File: config.mk
export PLATFORM = sky130hd
export DESIGN_NAME = crc_framed_byte_deframer
export DESIGN_NICKNAME = d
export VERILOG_FILES = /design/src/rtl/core/cfbd_pkg.sv /design/src/rtl/core/crc_framed_byte_deframer.sv /design/src/rtl/core/cfbd_parser.sv
export VERILOG_INCLUDE_DIRS = /design/src /design/src/rtl/core
export SDC_FILE = /design/constraint.sdc
export NUM_CORES = 1
export LEC_CHECK = 0
export BUFFER_PORTS_ARGS = -buffer_cell sky130_fd_sc_hd__buf_2
export CAP_MARGIN = 20
export CORE_AREA = 2 2 94 96
export CTS_BUF_LIST = sky130_fd_sc_hd__clkbuf_16
export DETAILED_ROUTE_END_ITERATION = 10
export DIE_AREA = 0 0 96 98
export HOLD_SLACK_MARGIN = 0.08
export PLACE_DENSITY = 0.67
export RECOVER_POWER = 50
export SYNTH_ARGS = -nofsm -noshare
export SYNTH_HDL_FRONTEND = slang
export SYNTH_SLANG_ARGS = --single-unit
File: constraint.sdc
create_clock -name clock -period 5.9 [get_ports clock]
set_input_delay 0.295 -clock clock [delete_from_list [all_inputs] [get_ports clock]]
set_output_delay 0.295 -clock clock [all_outputs]
set_load 0.005 [all_outputs]
File: src/rtl/core/crc_framed_byte_deframer_macros.svh
// Assertion macros for the sync/length/CRC byte deframer.
`ifndef CRC_FRAMED_BYTE_DEFRAMER_MACROS_SVH
`define CRC_FRAMED_BYTE_DEFRAMER_MACROS_SVH

// Same-cycle implication, checked out of reset.
`define CFBD_ASSERT_IMPL(name, clk, rst, ante, cons) \
   name: assert property (@(posedge clk) disable iff (rst) (ante) |-> (cons)) \
      else $error("cfbd: same-cycle check failed");

// Next-cycle implication, checked out of reset.
`define CFBD_ASSERT_NEXT(name, clk, rst, ante, cons) \
   name: assert property (@(posedge clk) disable iff (rst) (ante) |=> (cons)) \
      else $error("cfbd: next-cycle check failed");

`endif

File: src/rtl/core/cfbd_pkg.sv
// Shared types, codes and the CRC byte update for the byte deframer.
`default_nettype none

package cfbd_pkg;

   localparam int unsigned CFBD_MAX_PAYLOAD = 512;

   localparam logic [7:0]  SYNC_FIRST = 8'hAA;
   localparam logic [7:0]  SYNC_SECOND = 8'h55;
   localparam logic [15:0] CRC_INIT = 16'hFFFF;
   localparam logic [15:0] CRC_POLY = 16'h1021;
   localparam logic [15:0] CRC_TOP_BIT = 16'h8000;
   localparam logic [9:0]  IDX_MAX = 10'd1023;

   localparam logic       KIND_PAYLOAD = 1'b0;
   localparam logic       KIND_VERDICT = 1'b1;

   localparam logic [1:0] STAT_GOOD = 2'd0;
   localparam logic [1:0] STAT_MISMATCH = 2'd1;
   localparam logic [1:0] STAT_OVERSIZE = 2'd2;

   typedef enum logic [2:0] {
      PH_HUNT_A  = 3'd0,
      PH_HUNT_B  = 3'd1,
      PH_LEN_LO  = 3'd2,
      PH_LEN_HI  = 3'd3,
      PH_PAYLOAD = 3'd4,
      PH_CRC_LO  = 3'd5,
      PH_CRC_HI  = 3'd6
   } phase_type;

   typedef struct packed {
      logic       kind;
      logic [7:0] data;
      logic [9:0] byte_index;
      logic [1:0] status;
   } rsp_type;

   // CRC-16-CCITT, MSB first, one byte
   function automatic logic [15:0] crc_byte_update(input logic [15:0] crc,
                                                   input logic [7:0] b);
      logic [15:0] c;
      c = crc ^ {b, 8'h00};
      for (int k = 0; k < 8; k++) begin
         if ((c & CRC_TOP_BIT) != 16'h0000) begin
            c = {c[14:0], 1'b0} ^ CRC_POLY;
         end else begin
            c = {c[14:0], 1'b0};
         end
      end
      return c;
   endfunction

   function automatic logic [9:0] sat_index(input logic [15:0] v);
      return (v > {6'd0, IDX_MAX}) ? IDX_MAX : v[9:0];
   endfunction

endpackage

`default_nettype wire

File: src/rtl/core/crc_framed_byte_deframer.sv
// Sync/length/CRC byte deframer, top level.
//
// Usage:
//   req_*  : one received link byte per transfer (valid/ready).
//   rsp_*  : payload bytes with their index (kind 0), passed on cut-through,
//            and one end-of-frame verdict (kind 1) per frame: good CRC,
//            CRC mismatch, or oversize length (reported as soon as the
//            length is complete; hunting for 0xAA 0x55 then resumes).
//   A byte that yields nothing (sync, length, CRC low byte) is absorbed.
// Timing:
//   A byte sits in an input register, goes combinationally through the parser
//   and the byte-wide CRC update, and lands in the result register, from
//   which its result is offered. One byte per cycle is taken sustained while
//   no result waits on rsp_ready; the combinational CRC byte update is the
//   longest path.
// Reset: synchronous, active high; clears both valid flags and sends the
//   parser back to hunting for the first sync byte.
// Stall: while a result waits on rsp_ready the input register holds its
//   byte; req_ready stays high only while the input register is empty.
`default_nettype none

`include "crc_framed_byte_deframer_macros.svh"

module crc_framed_byte_deframer
   import cfbd_pkg::*;
#(
   parameter int unsigned MAX_PAYLOAD = CFBD_MAX_PAYLOAD
) (
   input  wire logic       clock,
   input  wire logic       reset,
   input  wire logic       req_valid,
   output logic            req_ready,
   input  wire logic [7:0] req_rx_byte,
   output logic            rsp_valid,
   input  wire logic       rsp_ready,
   output logic            rsp_kind,
   output logic [7:0]      rsp_data,
   output logic [9:0]      rsp_byte_index,
   output logic [1:0]      rsp_status
);

   logic       in_vld_ff;
   logic [7:0] in_byte_ff;
   logic       rsp_vld_ff;
   rsp_type    rsp_ff;
   logic       adv;
   logic       res_vld;
   rsp_type    res;

   // input byte moves through the parser when the result slot is free or is being read out
   assign adv       = in_vld_ff && (!rsp_vld_ff || rsp_ready);
   assign req_ready = !in_vld_ff || adv;

   always_ff @(posedge clock) begin
      if (reset) begin
         in_vld_ff <= 1'b0;
      end else if (req_ready) begin
         in_vld_ff <= req_valid;
      end
   end

   always_ff @(posedge clock) begin
      if (req_ready && req_valid) begin
         in_byte_ff <= req_rx_byte;
      end
   end

   cfbd_parser #(
      .MAX_PAYLOAD(MAX_PAYLOAD)
   ) u_parser (
      .clock   (clock),
      .reset   (reset),
      .step_en (adv),
      .rx_byte (in_byte_ff),
      .res_vld (res_vld),
      .res     (res)
   );

   always_ff @(posedge clock) begin
      if (reset) begin
         rsp_vld_ff <= 1'b0;
      end else if (adv) begin
         rsp_vld_ff <= res_vld;
      end else if (rsp_ready) begin
         rsp_vld_ff <= 1'b0;
      end
   end

   always_ff @(posedge clock) begin
      if (adv && res_vld) begin
         rsp_ff <= res;
      end
   end

   assign rsp_valid      = rsp_vld_ff;
   assign rsp_kind       = rsp_ff.kind;
   assign rsp_data       = rsp_ff.data;
   assign rsp_byte_index = rsp_ff.byte_index;
   assign rsp_status     = rsp_ff.status;

   `CFBD_ASSERT_IMPL(a_verdict_data_zero, clock, reset, rsp_vld_ff && (rsp_ff.kind == KIND_VERDICT), rsp_ff.data == 8'd0)
   `CFBD_ASSERT_IMPL(a_payload_status_good, clock, reset, rsp_vld_ff && (rsp_ff.kind == KIND_PAYLOAD), rsp_ff.status == STAT_GOOD)
   `CFBD_ASSERT_NEXT(a_in_hold_on_stall, clock, reset, in_vld_ff && !adv, in_vld_ff && $stable(in_byte_ff))

endmodule

`default_nettype wire

File: src/rtl/core/cfbd_parser.sv
// Frame parser: sync hunt, length, cut-through payload, CRC check and verdict.
`default_nettype none

module cfbd_parser
   import cfbd_pkg::*;
#(
   parameter int unsigned MAX_PAYLOAD = CFBD_MAX_PAYLOAD
) (
   input  wire logic       clock,
   input  wire logic       reset,
   input  wire logic       step_en,
   input  wire logic [7:0] rx_byte,
   output logic            res_vld,
   output rsp_type         res
);

   localparam int unsigned CNT_W = $clog2(MAX_PAYLOAD + 1);

   phase_type         phase_ff, phase_in;
   logic [15:0]       frame_length_ff, frame_length_in;
   logic [CNT_W-1:0]  bytes_seen_ff, bytes_seen_in;
   logic [15:0]       crc_ff, crc_in;
   logic [7:0]        crc_lo_ff, crc_lo_in;
   logic [CNT_W:0]    count_next;
   logic [15:0]       len_full;

   always_ff @(posedge clock) begin
      if (reset) begin
         phase_ff        <= PH_HUNT_A;
         frame_length_ff <= 16'd0;
         bytes_seen_ff   <= '0;
         crc_ff          <= CRC_INIT;
         crc_lo_ff       <= 8'd0;
      end else if (step_en) begin
         phase_ff        <= phase_in;
         frame_length_ff <= frame_length_in;
         bytes_seen_ff   <= bytes_seen_in;
         crc_ff          <= crc_in;
         crc_lo_ff       <= crc_lo_in;
      end
   end

   always_comb begin
      phase_in        = phase_ff;
      frame_length_in = frame_length_ff;
      bytes_seen_in   = bytes_seen_ff;
      crc_in          = crc_ff;
      crc_lo_in       = crc_lo_ff;
      res_vld         = 1'b0;
      res.kind        = KIND_PAYLOAD;
      res.data        = 8'd0;
      res.byte_index  = 10'd0;
      res.status      = STAT_GOOD;
      count_next      = {1'b0, bytes_seen_ff} + {{CNT_W{1'b0}}, 1'b1};
      len_full        = {rx_byte, frame_length_ff[7:0]};

      case (phase_ff)
         PH_HUNT_B: begin
            if (rx_byte == SYNC_SECOND) begin
               phase_in = PH_LEN_LO;
            end else if (rx_byte != SYNC_FIRST) begin
               phase_in = PH_HUNT_A;
            end
         end
         PH_LEN_LO: begin
            frame_length_in = {8'd0, rx_byte};
            phase_in        = PH_LEN_HI;
         end
         PH_LEN_HI: begin
            frame_length_in = len_full;
            bytes_seen_in   = '0;
            crc_in          = CRC_INIT;
            if ({1'b0, len_full} > 17'(MAX_PAYLOAD)) begin
               res_vld        = 1'b1;
               res.kind       = KIND_VERDICT;
               res.byte_index = sat_index(len_full);
               res.status     = STAT_OVERSIZE;
               phase_in       = PH_HUNT_A;
            end else if (len_full == 16'd0) begin
               phase_in = PH_CRC_LO;
            end else begin
               phase_in = PH_PAYLOAD;
            end
         end
         PH_PAYLOAD: begin
            crc_in         = crc_byte_update(crc_ff, rx_byte);
            res_vld        = 1'b1;
            res.data       = rx_byte;
            res.byte_index = sat_index(16'(bytes_seen_ff));
            bytes_seen_in  = count_next[CNT_W-1:0];
            if (17'(count_next) >= {1'b0, frame_length_ff}) begin
               phase_in = PH_CRC_LO;
            end
         end
         PH_CRC_LO: begin
            crc_lo_in = rx_byte;
            phase_in  = PH_CRC_HI;
         end
         PH_CRC_HI: begin
            res_vld        = 1'b1;
            res.kind       = KIND_VERDICT;
            res.byte_index = sat_index(frame_length_ff);
            res.status     = ({rx_byte, crc_lo_ff} == crc_ff) ? STAT_GOOD : STAT_MISMATCH;
            crc_in         = CRC_INIT;
            phase_in       = PH_HUNT_A;
         end
         default: begin
            // hunting for the first sync byte; unused codes land here too
            phase_in = (rx_byte == SYNC_FIRST) ? PH_HUNT_B : PH_HUNT_A;
         end
      endcase
   end

endmodule

`default_nettype wire

==> metrics.cfg <==
[synth]
synthArstFlopShare=0
yosysMostFrequentCell=dfxtp_1
seq_area_frac_synth=0.483
ys_warn_count=0
syn_inst=424
ys_seq_elements=84
yosysTopAreaCell=dfxtp_1
yosys-top-cells-count=55 x dfxtp_1, 40 x nor2_1, 31 x o21ai_0
synth-edff-count=29
ys.flop_type=dfxtp_1
netlist.area_leader.share=0.270
syn_nets=448
netlist-cell-type-count=48
synth.area.top_cells=dfxtp_1 27%, edfxtp_1 21%, xnor2_1 4.9%
syn_avg_cell_area_um2=9.63
synth_area_um2=4080

[outcome]
failed_checks=capacitance limit, slew limit
status=finished with violations

[clocking]
cts_buffer_depth=2
ctsResizeCount=0
cts_buffers=9
cts_setup_buffers=0
tritoncts=done
cts.htree.levels=3
clk_latency_ps=340
cts_root_buffer=clkbuf_16
ctsHoldBuffers=0
clkSlewWorstSetupHoldPaths_ps=70
cts_sinks=84

[min_path]
hold_path_startpoint=req_rx_byte[0]
min_to=in_byte_ff[0]
hold_class=in -> reg
holdPathStages=1

[global_routing]
gr-total-overflow=0
grt_pass1_vias=3030
grt_max_degree=57
grtUsageTotal=0.211
grt_first_pass_wirelength_um=15300
antenna_found_initial=0

[final_layout]
drive_gt1_frac=0.106
fillers=759
finish.instance_area_um2=4640
area_growth_pct=13.8
n_antenna_cell=0
nets=473

[critical_path]
criticalPathCategory=reg -> reg
r2r_cells=11
cp-start-kind=flop
worstPathArrival_ps=3170
crit_required_ps=6170
cp_max_fo=6
r2r_slack_ps=3000
worst_setup_path_end_kind=flop
r2r_start=u_parser.bytes_seen_ff[0]
reg2reg_to=u_parser.phase_ff[0]

[route]
maxUsedRoutingLayer=met4
first_iter_violations=192
wl_met3_um=389
viasPerCell=5.70
drtPass1Iterations=5
drc=0
wl_per_cell_um=16.6
routed_wl_um=9320
routed-wl-met2_um=4450
m1WireLength_um=4320
vias=3204
drtAntennaViolNets=0

[placed_design]
dp_hpwl_um=6270
gp_congestion=0.968
io_buffers=34
dpl_cell_area_um2=4310

[pwr]
vdd_ir_drop_max_mv=0.177
leakagePower_nw=1.74
sw_frac_of_total=0.212
power_density_nw_per_um2=283
seqPwrFrac=0.464
internal_power_mw=1.04
clock_power_share=0.510
combPwrFrac=0.026
netSwitchingPower_mw=0.278

[sta]
final-setup-viol-count=0
slew_violations=57
tns_ps=0
tightestPinTransition_ps=2360
post-route-min-period_ps=2900
hold_violations=0
grt_setup_unrepaired=false
fmax_mhz=345
slew_headroom=-0.574
skew_ps=6.93
fin_crit_sh=0.492

[floorplanning]
die_w_um=96
boundaryPins=35
fp-row-count=34
dieArea_um2=9410
fp.dieH_um=98
initial_core_util=0.482
core_um2=8470

[flow_run]
maxCapViolCount=1

-- power groups by stage --
stage / sequential [mW] / combinational [mW] / clock (mW)
final: 0.610 / 0.0346 / 0.670
after global routing: 0.610 / 0.0373 / 0.706
after CTS: 0.609 / 0.0344 / 0.678
after detailed placement: 0.622 / 0.0343 / 0
after global placement: 0.622 / 0.0341 / 0
after floorplan: 0.614 / 0.0316 / 0
-- layout make-up --
cell class / count / area (µm²) / share of cell area
Sequential cell: 84 / 1970 / 0.425
Multi-Input combinational cell: 305 / 1960 / 0.423
Clock buffer: 9 / 225 / 0.0485
Timing Repair Buffer: 38 / 179 / 0.0385
Tap cell: 108 / 135 / 0.0291
Clock inverter: 7 / 128 / 0.0275
Inverter: 11 / 41.3 / 0.00889
-- cell usage in the layout, fill, tap and decap left out, drive strengths merged --
master	n
a21oi	29
a221o	8
a22oi	9
a311oi	1
a31oi	3
a32o	1
and2	10
and3	5
and3b	1
and4	1
buf	23
bufinv	3
clkbuf	24
dfxtp	55
edfxtp	29
ha	12
inv	15
mux2i	9
nand2	22
nand2b	19
nand3	12
nand3b	9
nand4	5
nor2	40
nor2b	5
nor3	6
nor3b	2
nor4	3
nor4b	1
o211a	1
o211ai	1
o21ai	32
o22ai	8
o31ai	2
or2	1
or3	4
or4	3
xnor2	23
xor2	17
-- worst max-delay path by stage --
stage	slack (ps)	startpoint	endpoint
global placement	3100	u_parser.bytes_seen_ff[0]	u_parser.phase_ff[0]
detailed placement	3060	u_parser.bytes_seen_ff[0]	u_parser.phase_ff[0]
CTS	3060	u_parser.bytes_seen_ff[0]	u_parser.phase_ff[0]
finish	3000	u_parser.bytes_seen_ff[0]	u_parser.phase_ff[0]
global route	2790	u_parser.bytes_seen_ff[0]	u_parser.phase_ff[0]
floorplan	3370	u_parser.bytes_seen_ff[0]	u_parser.phase_ff[0]
-- metal layers --
| layer | vias to the layer above | GRT usage |
|---|---|---|
| met5 | - | 0 |
| met4 | 0 | 0.0824 |
| met3 | 12 | 0.0293 |
| met2 | 94 | 0.340 |
| met1 | 1530 | 0.284 |
| li1 | 1568 | - |
-- flip-flops by register name, indices dropped and copies added, names as in the netlist --
name / cells
in_byte_ff: 8
in_vld_ff: 1
rsp_byte_index: 10
rsp_data: 8
rsp_kind: 1
rsp_status: 2
rsp_valid: 1
u_parser.bytes_seen_ff: 10
u_parser.crc_ff: 16
u_parser.crc_lo_ff: 8
u_parser.frame_length_ff: 16
u_parser.phase_ff: 3
-- critical path: stages, from the launching register on --
cell	delay, ps
dfxtp_1	420
nand3_1	230
nor3_1	530
nand3_1	180
xnor2_1	230
ha_1	290
a21oi_1	130
nor2b_1	70
a311oi_1	330
o31ai_1	100
nand3_1	130
mux2i_1	180
-- cells by family after synthesis --
kind of cell,synth area share
adders and majority gates,0.0368
AOI/OAI and AO/OA,0.140
xor gates and xnor gates,0.0858
and+or+nand+nor,0.195
DFF,0.483
buffers and inverters,0.0365
muxes,0.0221
-- stage by stage --
stage                     worst slack, ps  utilization  power, mW  instances  hold slack, ps
after detailed placement             3060        0.509      0.657        546             474
after CTS                            3060        0.551       1.32        562             124
after global routing                 2790        0.549       1.35        562             124
after floorplan                      3370            -      0.645        424             394
after global placement               3100        0.509      0.656        546             471
final                                3000        0.549       1.31        562             128
Note: power is estimated with default switching activity, not from simulation.
